==> config.mk <==
export PLATFORM = sky130hd
export DESIGN_NAME = disparity_hsv_colorizer_flat
export DESIGN_NICKNAME = d
export VERILOG_FILES = /design/src/hw/rtl/dhc_pkg.sv /design/src/hw/rtl/dhc_if.sv /design/src/hw/rtl/disparity_hsv_colorizer.sv /design/src/flat_wrapper.sv
export SDC_FILE = /design/constraint.sdc
export NUM_CORES = 2
export LEC_CHECK = 0
export BUFFER_PORTS_ARGS = -buffer_cell sky130_fd_sc_hd__buf_4
export CORE_UTILIZATION = 59
export DETAILED_ROUTE_END_ITERATION = 16
export PLACE_DENSITY = 0.83
export SLEW_MARGIN = 20
export SYNTH_ARGS = -nofsm -noshare
export SYNTH_HDL_FRONTEND = slang
export SYNTH_SLANG_ARGS = --single-unit
==> constraint.sdc <==
create_clock -name clk -period 8.35 [get_ports clk]
set_clock_uncertainty 0.05 [all_clocks]
set_input_delay 0.4175 -clock clk [delete_from_list [all_inputs] [get_ports clk]]
set_output_delay 0.4175 -clock clk [all_outputs]
set_load 0.05 [all_outputs]
==> src/hw/rtl/dhc_pkg.sv <==
// shared constants and codes of the disparity colorizer
package dhc_pkg;

    // pixel and channel widths
    localparam int DISP_W = 8;
    localparam int CHAN_W = 8;

    // default fraction bits of the saturation and value levels
    localparam int LEVEL_FRAC_BITS_DEF = 8;

    // hue span in degrees and width of one hue sector
    localparam int HUE_SPAN   = 240;
    localparam int SECTOR_DEG = 60;

    // quotient and numerator widths of the hue divider
    localparam int HUE_W = 8;
    localparam int NUM_W = 16;

    // register map of the configuration port
    localparam int CFG_IDX_W = 2;

    typedef enum logic [CFG_IDX_W-1:0] {
        REG_MAX_DISP   = 2'd0,
        REG_SATURATION = 2'd1,
        REG_VALUE      = 2'd2,
        REG_MASK_ZERO  = 2'd3
    } cfg_reg_t;

endpackage

==> src/hw/rtl/dhc_if.sv <==
// stream interfaces for disparity pixels and colorized pixels

// disparity pixel channel
interface dhc_disp_if import dhc_pkg::*; ();
    logic              valid;
    logic              ready;
    logic [DISP_W-1:0] disparity;

    modport source (output valid, output disparity, input ready);
    modport sink   (input valid, input disparity, output ready);
endinterface

// colorized pixel channel
interface dhc_color_if import dhc_pkg::*; ();
    logic              valid;
    logic              ready;
    logic [CHAN_W-1:0] blue;
    logic [CHAN_W-1:0] green;
    logic [CHAN_W-1:0] red;

    modport source (output valid, output blue, output green, output red, input ready);
    modport sink   (input valid, input blue, input green, input red, output ready);
endinterface

==> src/hw/rtl/disparity_hsv_colorizer.sv <==
// disparity to blue/green/red colorizer through an hsv colormap, eight-stage pipeline
// Takes one disparity word per clock and returns one blue/green/red word per clock while
// pix_out is ready. A word sits in the output register, valid on pix_out, after passing
// through the eight register stages: one prepare stage (clamp, black test, hue numerator)
// loaded at the accepting edge, four stages of the hue divider that retire two quotient bits
// each, one stage for sector, fraction and the p/q/t factors, one stage for the multiply by
// the value level, and the clamp-and-scale output register. Stages hold valid bits and empty
// stages fill while the output stalls, so the input takes a word whenever any stage ahead
// of it has room. Registers are written through cfg_we/cfg_index/cfg_data and must only
// change while no word is in flight; max_disparity of zero gives black, and
// mask_zero_pixels blacks out zero disparities.
module disparity_hsv_colorizer import dhc_pkg::*; #(
    parameter int LEVEL_FRAC_BITS = LEVEL_FRAC_BITS_DEF
) (
    input  logic                    clk,
    input  logic                    rst_n,
    input  logic                    cfg_we,
    input  logic [CFG_IDX_W-1:0]    cfg_index,
    input  logic [((LEVEL_FRAC_BITS + 1 > DISP_W) ? LEVEL_FRAC_BITS + 1 : DISP_W)-1:0] cfg_data,
    dhc_disp_if.sink                pix_in,
    dhc_color_if.source             pix_out
);

    localparam int LEVEL_W = LEVEL_FRAC_BITS + 1;
    localparam int FW      = LEVEL_FRAC_BITS + 8;
    localparam int PW      = 2 * LEVEL_FRAC_BITS + 9;
    localparam int NW      = 2 * LEVEL_FRAC_BITS + 6;
    localparam int ONE_I   = 1 << LEVEL_FRAC_BITS;
    localparam int FULL_I  = SECTOR_DEG * ONE_I;
    localparam int NSTG    = 8;
    localparam int DIV_STG = 4;
    localparam longint DEN_L = longint'(SECTOR_DEG) << (2 * LEVEL_FRAC_BITS);
    localparam logic signed [PW-1:0] DEN = PW'(DEN_L);

    typedef enum logic [2:0] {
        SEC_RED_YEL   = 3'd0,
        SEC_YEL_GRN   = 3'd1,
        SEC_GRN_CYAN  = 3'd2,
        SEC_CYAN_BLUE = 3'd3,
        SEC_BLUE      = 3'd4
    } hue_sec_t;

    // configuration registers
    logic [DISP_W-1:0]  max_disp_reg;
    logic [LEVEL_W-1:0] sat_reg;
    logic [LEVEL_W-1:0] val_reg;
    logic               mask_zero_reg;

    always_ff @(posedge clk or negedge rst_n)
    begin
        if (!rst_n)
        begin
            max_disp_reg  <= DISP_W'(255);
            sat_reg       <= LEVEL_W'(ONE_I);
            val_reg       <= LEVEL_W'(ONE_I);
            mask_zero_reg <= 1'b1;
        end
        else if (cfg_we)
        begin
            case (cfg_reg_t'(cfg_index))
                REG_MAX_DISP:   max_disp_reg  <= cfg_data[DISP_W-1:0];
                REG_SATURATION: sat_reg       <= cfg_data[LEVEL_W-1:0];
                REG_VALUE:      val_reg       <= cfg_data[LEVEL_W-1:0];
                REG_MASK_ZERO:  mask_zero_reg <= cfg_data[0];
                default:        ;
            endcase
        end
    end

    // stage valid bits and advance chain
    logic [NSTG-1:0] vld_reg;
    logic [NSTG-1:0] vld_next;
    logic [NSTG-1:0] adv;

    assign adv[NSTG-1] = !vld_reg[NSTG-1] || pix_out.ready;
    for (genvar i = 0; i < NSTG - 1; i++)
    begin : g_adv
        assign adv[i] = !vld_reg[i] || adv[i+1];
    end

    assign pix_in.ready = adv[0];

    always_comb
    begin
        vld_next = vld_reg;
        if (adv[0])
        begin
            vld_next[0] = pix_in.valid;
        end
        for (int i = 1; i < NSTG; i++)
        begin
            if (adv[i])
            begin
                vld_next[i] = vld_reg[i-1];
            end
        end
    end

    always_ff @(posedge clk or negedge rst_n)
    begin
        if (!rst_n)
        begin
            vld_reg <= '0;
        end
        else
        begin
            vld_reg <= vld_next;
        end
    end

    // black flag travels with each word
    logic blk_reg [0:NSTG-2];

    // divider pipeline registers, entry zero is the prepare stage
    logic [NUM_W-1:0] rem_reg [0:DIV_STG];
    logic [HUE_W-1:0] quo_reg [0:DIV_STG];

    // prepare: clamp, black test and hue numerator (max - d) * 240
    logic [DISP_W-1:0] disp_clamp;
    logic [DISP_W-1:0] disp_diff;
    logic              blk_in;

    always_comb
    begin
        disp_clamp = (pix_in.disparity > max_disp_reg) ? max_disp_reg : pix_in.disparity;
        disp_diff  = max_disp_reg - disp_clamp;
        blk_in     = (max_disp_reg == '0) || (mask_zero_reg && (pix_in.disparity == '0));
    end

    always_ff @(posedge clk)
    begin
        if (adv[0])
        begin
            rem_reg[0] <= NUM_W'(disp_diff) * NUM_W'(HUE_SPAN);
            quo_reg[0] <= '0;
            blk_reg[0] <= blk_in;
        end
    end

    // hue divider, two restoring steps per stage
    for (genvar k = 0; k < DIV_STG; k++)
    begin : g_div
        logic [NUM_W-1:0] rem_c;
        logic [HUE_W-1:0] quo_c;

        always_comb
        begin
            rem_c = rem_reg[k];
            quo_c = quo_reg[k];
            for (int j = 0; j < 2; j++)
            begin
                if (rem_c >= (NUM_W'(max_disp_reg) << (HUE_W - 1 - 2 * k - j)))
                begin
                    rem_c = rem_c - (NUM_W'(max_disp_reg) << (HUE_W - 1 - 2 * k - j));
                    quo_c[HUE_W - 1 - 2 * k - j] = 1'b1;
                end
            end
        end

        always_ff @(posedge clk)
        begin
            if (adv[k+1])
            begin
                rem_reg[k+1] <= rem_c;
                quo_reg[k+1] <= quo_c;
                blk_reg[k+1] <= blk_reg[k];
            end
        end
    end

    // sector, fraction and channel factors
    hue_sec_t          hue_sec;
    logic [HUE_W-1:0]  hue_base;
    logic [5:0]        hue_rem;
    logic signed [FW-1:0] s_x;
    logic signed [FW-1:0] r_x;
    logic signed [FW-1:0] rc_x;
    logic signed [FW-1:0] f_v;
    logic signed [FW-1:0] f_p;
    logic signed [FW-1:0] f_q;
    logic signed [FW-1:0] f_t;
    logic signed [FW-1:0] fac_b_next;
    logic signed [FW-1:0] fac_g_next;
    logic signed [FW-1:0] fac_r_next;
    logic signed [FW-1:0] fac_b_reg;
    logic signed [FW-1:0] fac_g_reg;
    logic signed [FW-1:0] fac_r_reg;

    always_comb
    begin
        if (quo_reg[DIV_STG] >= HUE_W'(4 * SECTOR_DEG))
        begin
            hue_sec  = SEC_BLUE;
            hue_base = HUE_W'(4 * SECTOR_DEG);
        end
        else if (quo_reg[DIV_STG] >= HUE_W'(3 * SECTOR_DEG))
        begin
            hue_sec  = SEC_CYAN_BLUE;
            hue_base = HUE_W'(3 * SECTOR_DEG);
        end
        else if (quo_reg[DIV_STG] >= HUE_W'(2 * SECTOR_DEG))
        begin
            hue_sec  = SEC_GRN_CYAN;
            hue_base = HUE_W'(2 * SECTOR_DEG);
        end
        else if (quo_reg[DIV_STG] >= HUE_W'(SECTOR_DEG))
        begin
            hue_sec  = SEC_YEL_GRN;
            hue_base = HUE_W'(SECTOR_DEG);
        end
        else
        begin
            hue_sec  = SEC_RED_YEL;
            hue_base = '0;
        end
        hue_rem = 6'(quo_reg[DIV_STG] - hue_base);

        s_x  = $signed(FW'(sat_reg));
        r_x  = $signed(FW'(hue_rem));
        rc_x = FW'(SECTOR_DEG) - r_x;
        f_v  = FW'(FULL_I);
        f_p  = (FW'(ONE_I) - s_x) * FW'(SECTOR_DEG);
        f_q  = f_v - r_x * s_x;
        f_t  = f_v - rc_x * s_x;

        case (hue_sec)
            SEC_RED_YEL:
            begin
                fac_b_next = f_p;
                fac_g_next = f_t;
                fac_r_next = f_v;
            end
            SEC_YEL_GRN:
            begin
                fac_b_next = f_p;
                fac_g_next = f_v;
                fac_r_next = f_q;
            end
            SEC_GRN_CYAN:
            begin
                fac_b_next = f_t;
                fac_g_next = f_v;
                fac_r_next = f_p;
            end
            SEC_CYAN_BLUE:
            begin
                fac_b_next = f_v;
                fac_g_next = f_q;
                fac_r_next = f_p;
            end
            default:
            begin
                fac_b_next = f_v;
                fac_g_next = f_p;
                fac_r_next = f_t;
            end
        endcase
    end

    always_ff @(posedge clk)
    begin
        if (adv[DIV_STG+1])
        begin
            fac_b_reg             <= fac_b_next;
            fac_g_reg             <= fac_g_next;
            fac_r_reg             <= fac_r_next;
            blk_reg[DIV_STG+1]    <= blk_reg[DIV_STG];
        end
    end

    // multiply by the value level
    logic signed [PW-1:0] v_x;
    logic signed [PW-1:0] prod_b_reg;
    logic signed [PW-1:0] prod_g_reg;
    logic signed [PW-1:0] prod_r_reg;

    assign v_x = $signed(PW'(val_reg));

    always_ff @(posedge clk)
    begin
        if (adv[DIV_STG+2])
        begin
            prod_b_reg         <= v_x * PW'(fac_b_reg);
            prod_g_reg         <= v_x * PW'(fac_g_reg);
            prod_r_reg         <= v_x * PW'(fac_r_reg);
            blk_reg[DIV_STG+2] <= blk_reg[DIV_STG+1];
        end
    end

    // clamp to [0, den] and scale by 255/den, which is 17 / 2^(2f+2)
    function automatic logic [CHAN_W-1:0] scale_chan(input logic signed [PW-1:0] num);
        logic [NW-1:0] clamped;
        logic [NW+4:0] times17;
        if (num < 0)
        begin
            clamped = '0;
        end
        else if (num > DEN)
        begin
            clamped = NW'(DEN);
        end
        else
        begin
            clamped = NW'(num);
        end
        times17 = {clamped, 4'b0000} + (NW+5)'(clamped);
        return times17[2*LEVEL_FRAC_BITS+9:2*LEVEL_FRAC_BITS+2];
    endfunction

    // output register
    logic [CHAN_W-1:0] blue_reg;
    logic [CHAN_W-1:0] green_reg;
    logic [CHAN_W-1:0] red_reg;

    always_ff @(posedge clk)
    begin
        if (adv[NSTG-1])
        begin
            blue_reg  <= blk_reg[NSTG-2] ? '0 : scale_chan(prod_b_reg);
            green_reg <= blk_reg[NSTG-2] ? '0 : scale_chan(prod_g_reg);
            red_reg   <= blk_reg[NSTG-2] ? '0 : scale_chan(prod_r_reg);
        end
    end

    assign pix_out.valid = vld_reg[NSTG-1];
    assign pix_out.blue  = blue_reg;
    assign pix_out.green = green_reg;
    assign pix_out.red   = red_reg;

    // hue never exceeds the full span on a colored word
    assert property (@(posedge clk) disable iff (!rst_n)
        vld_reg[DIV_STG] && !blk_reg[DIV_STG] |-> quo_reg[DIV_STG] <= HUE_W'(HUE_SPAN))
        else $error("hue quotient above span");

    // division leaves a remainder below the divisor
    assert property (@(posedge clk) disable iff (!rst_n)
        vld_reg[DIV_STG] && !blk_reg[DIV_STG] |-> rem_reg[DIV_STG] < NUM_W'(max_disp_reg))
        else $error("hue divider remainder not reduced");

    // a stalled divider word keeps its quotient
    assert property (@(posedge clk) disable iff (!rst_n)
        vld_reg[DIV_STG] && !adv[DIV_STG] |=> $stable(quo_reg[DIV_STG]))
        else $error("stalled hue word changed");

    // input backs up only when every stage holds a word
    assert property (@(posedge clk) disable iff (!rst_n)
        !pix_in.ready |-> (&vld_reg))
        else $error("input stalled with an empty stage");

endmodule
==> src/flat_wrapper.sv <==
// flat-port wrapper written by rule: the top's interface ports become plain ports
module disparity_hsv_colorizer_flat import dhc_pkg::*;
#(
    parameter int LEVEL_FRAC_BITS = LEVEL_FRAC_BITS_DEF
)
  (clk, rst_n, cfg_we, cfg_index, cfg_data, pix_in_valid, pix_in_disparity, pix_in_ready, pix_out_valid, pix_out_blue, pix_out_green, pix_out_red, pix_out_ready);
  dhc_disp_if pix_in_i ();
  dhc_color_if pix_out_i ();
  input  logic clk;
  input  logic rst_n;
  input  logic cfg_we;
  input  logic [CFG_IDX_W-1:0] cfg_index;
  input  logic [((LEVEL_FRAC_BITS + 1 > DISP_W) ? LEVEL_FRAC_BITS + 1 : DISP_W)-1:0] cfg_data;
  input wire logic [$bits(pix_in_i.valid)-1:0] pix_in_valid;
  input wire logic [$bits(pix_in_i.disparity)-1:0] pix_in_disparity;
  output wire logic [$bits(pix_in_i.ready)-1:0] pix_in_ready;
  output wire logic [$bits(pix_out_i.valid)-1:0] pix_out_valid;
  output wire logic [$bits(pix_out_i.blue)-1:0] pix_out_blue;
  output wire logic [$bits(pix_out_i.green)-1:0] pix_out_green;
  output wire logic [$bits(pix_out_i.red)-1:0] pix_out_red;
  input wire logic [$bits(pix_out_i.ready)-1:0] pix_out_ready;
  assign pix_in_i.valid = pix_in_valid;
  assign pix_in_i.disparity = pix_in_disparity;
  assign pix_in_ready = pix_in_i.ready;
  assign pix_out_valid = pix_out_i.valid;
  assign pix_out_blue = pix_out_i.blue;
  assign pix_out_green = pix_out_i.green;
  assign pix_out_red = pix_out_i.red;
  assign pix_out_i.ready = pix_out_ready;
  disparity_hsv_colorizer #(.LEVEL_FRAC_BITS(LEVEL_FRAC_BITS)) u_core (.clk(clk), .rst_n(rst_n), .cfg_we(cfg_we), .cfg_index(cfg_index), .cfg_data(cfg_data), .pix_in(pix_in_i), .pix_out(pix_out_i));
endmodule
==> impl_metrics.toml <==
[critical_path]
r2r-end = "u_core.fac_r_reg[14]"
path_delay_family = "adder cells"
cp_common_cell = "fa_1"
critPathKind = "flop to flop"
critPathLaunchType = "flop"
reg2reg_setup_slack_ns = 0.47
crit_arrival_ns = 8.17
cp_max_fo = 12
cp.required_ns = 8.64
cpMaxStageDelayCell = "fa_1"
crit_end = "u_core.fac_r_reg[14]"
endpoint_kind = "flop"
critical_path_depth = 24
crit_buf_inv = 2
cpPeakStageDelay_ns = 0.61
reg2reg_from = "u_core.quo_reg[0][35]"
crit_start = "u_core.quo_reg[0][35]"
rr_worst_depth = 24
path_cells = "o211a_1 > o21ai_0 > or2_2 > nand2_1 > ha_1 > inv_1 > fa_1 > nor3b_1 > xnor2_1 > and2_1 > fa_1 > fa_1 > fa_1 > fa_1 > inv_1 > ha_1 > or3_1 > o21ai_0 > a21oi_1 > a211o_1 > o31ai_1 > xor2_1 > or2_2 > o211ai_1"

[logic_synthesis]
synth_area_um2 = 37170
synth_edf_count = 224
ys_types = 86
yosysSeqAreaShare_pct = 20.49
async_flop_share_pct = 13.51
avgSynthCellArea_um2 = 9.539
synth-warning-count = 0
synth_nets = 4779
ys.flop_type = "edfxtp_1"
synth_cells = 3897
synth_seq_cells = 259

[drt]
ant_nets = 0
viasPerCell = 5.755
via_count = 27520
first_iter_violations = 1909
drt_pass1_iterations = 8
wl_per_cell_um = 17.11
drc_errors = 0
wirelength_um = 81800

[sta]
grt_setup_unrepaired = "false"
timing.final.hold_violations = 0
max-slew-margin-rel_pct = 27.65
finalMaxSlewViolations = 0
finalCritPeriodShare_pct = 94.41
finalSetupTns_ns = 0
worst_slew_pin_slew_ns = 1.079
fmax_mhz = 126.9
fin_ws_ns = 0.4670
setup_violations = 0
period_minus_slack_ns = 7.883

[layout]
syn_to_final_growth_pct = 6.506
fin_util_pct = 63.92
largest_register_ffs = 50
final_nets = 4801
antennaDiodeCount = 0
drive_gt1_share_pct = 5.933
final_cells = 4781

[global_routing]
grt_pass1_vias = 28310
grt_busiest_layer = "met2"
grt_pass1_wl_um = 138000
grt_use_total_pct = 26.47
grtUsageMet3_pct = 2.673
grt_max_degree = 51
grtUsageMet1_pct = 35.02
grt-ovfl-total = 0
antenna_found_initial = 0
use_met2_pct = 45.60

[floorplan]
initial_core_util_pct = 60.02
die-area_um2 = 64010
die_y_um = 253.0
die_x_um = 253.0
rows = 91
design.core.area_um2 = 61940
io_pins = 50

[outcome]
status = "finished, final reports clean"

[cts]
insertion_delay_ns = 0.61
numCtsBuffers = 31
root_buffer = "clkbuf_16"
clock_path_buffers = 3
tritoncts = "yes"
clkTransAtPathRegs_ns = 0.06
cts_resized = 0
cts.sinks = 259
htree_levels = 1

[place]
dp_slack_ns = 0.6182
post-place-cells = 4717
routabilityCongestion = 0.9527
dpl.hpwl_um = 65800
portBuffers = 49

[worst_hold_path]
hold_class = "primary input to flop"

[run]
drv_cap = 0
## placed cells by master, fill, tap and decap left out, drive strengths merged, types with 15 or more instances in the layout
| cell | instances |
|---|---|
| inv | 632 |
| dfrtp | 24 |
| a31oi | 15 |
| clkbuf | 42 |
| o21ai | 117 |
| nand4 | 32 |
| nand3 | 42 |
| or2 | 23 |
| nor4 | 30 |
| nor3 | 70 |
| edfxtp | 224 |
| xor2 | 64 |
| mux2i | 20 |
| nand2b | 35 |
| nand2 | 311 |
| fa | 458 |
| o21bai | 20 |
| mux2 | 48 |
| a21oi | 136 |
| xnor2 | 140 |
| o31ai | 18 |
| o211ai | 15 |
| o21a | 35 |
| and2 | 395 |
| a21o | 40 |
| a211oi | 17 |
| or3 | 24 |
| nor2b | 37 |
| nor2 | 180 |
| buf | 79 |
| and3 | 26 |
| ha | 400 |
## cell usage after synthesis, drive strengths merged (15+ instances only)
master	n	area share [%]
inv	624	6.3
fa	458	25
ha	400	13
and2	395	6.6
nand2	311	3.1
edfxtp	224	18
nor2	180	1.8
xnor2	140	3.3
a21oi	136	1.8
o21ai	117	1.6
clkbuf	90	0.91
nor3	70	0.99
xor2	64	1.5
mux2	48	1.5
nand3	42	0.57
a21o	40	0.81
nor2b	37	0.62
nand2b	35	0.59
o21a	35	0.71
nand4	32	0.54
nor4	30	0.50
and3	26	0.44
dfrtp	24	1.6
or3	24	0.42
or2	23	0.39
mux2i	20	0.54
o21bai	20	0.40
o31ai	18	0.38
a211oi	17	0.34
a31oi	15	0.25
o211ai	15	0.30
## layer usage
layer  vias up  share of wire, %  wire [µm]
li1      12990                 -          -
met1     13580                43      35490
met2       783                48      39550
met3       163               5.2       4219
met4         0               3.1       2535
met5         -                 0          0
## through the flow
| step | hold WS, ns | cell area (µm²) |
|---|---|---|
| after floorplan | 0.07191 | 37170 |
| after global placement | 0.3426 | 38450 |
| after detailed placement | 0.3446 | 38450 |
| after CTS | 0.005744 | 39580 |
| after global routing | 0.02020 | 39590 |
| final | 0.02193 | 39590 |
## timing repair
action | 4_1_cts | 5_1_grt
hold buffers | 6 | 0
buffers inserted | 0 | 0
hold endpoints to repair | 30 | 0
## how the worst min path moves through the flow
stage / startpoint / to / depth (start not counted)
final: cfg_data[5] / u_core.max_disp_reg[5] / 3
after global routing: cfg_data[6] / u_core.sat_reg[6] / 2
after CTS: cfg_data[5] / u_core.max_disp_reg[5] / 3
after detailed placement: rst_n / u_core.vld_reg[0] / 1
after global placement: rst_n / u_core.vld_reg[0] / 1
after floorplan: rst_n / u_core.sat_reg[0] / 0
## kinds of logic (layout without fill, tap and decap cells)
| logic type | count (synthesis) | count (layout) | share of synthesized area (%) |
|---|---|---|---|
| AND/OR/NAND/NOR | 1249 | 1249 | 17.66 |
| flip-flops | 259 | 259 | 20.49 |
| adder cells (fa/ha/maj) | 858 | 858 | 38.13 |
| multiplexers | 68 | 68 | 2.033 |
| buffers and inverters | 720 | 767 | 7.297 |
| AO/OA/AOI/OAI | 539 | 539 | 9.586 |
| XOR/XNOR | 204 | 204 | 4.806 |
## layout make-up
type	count	area, µm²
clock buffers	42	904.6
clock inverters	16	168.9
fillers	4891	22350
inverters	624	2345
multi-input cells	2918	26860
flip-flops and latches	259	7616
well taps	837	1047
repair buffers	85	653.1
## worst min-delay path, stage by stage
cell and delay (ns):
buf_4 0.11, nand2_1 0.05, o21ai_0 0.06
Power is left out: the tool's default activity adds up to more than one toggle a clock period on the data nets, which glitch-free logic cannot reach.
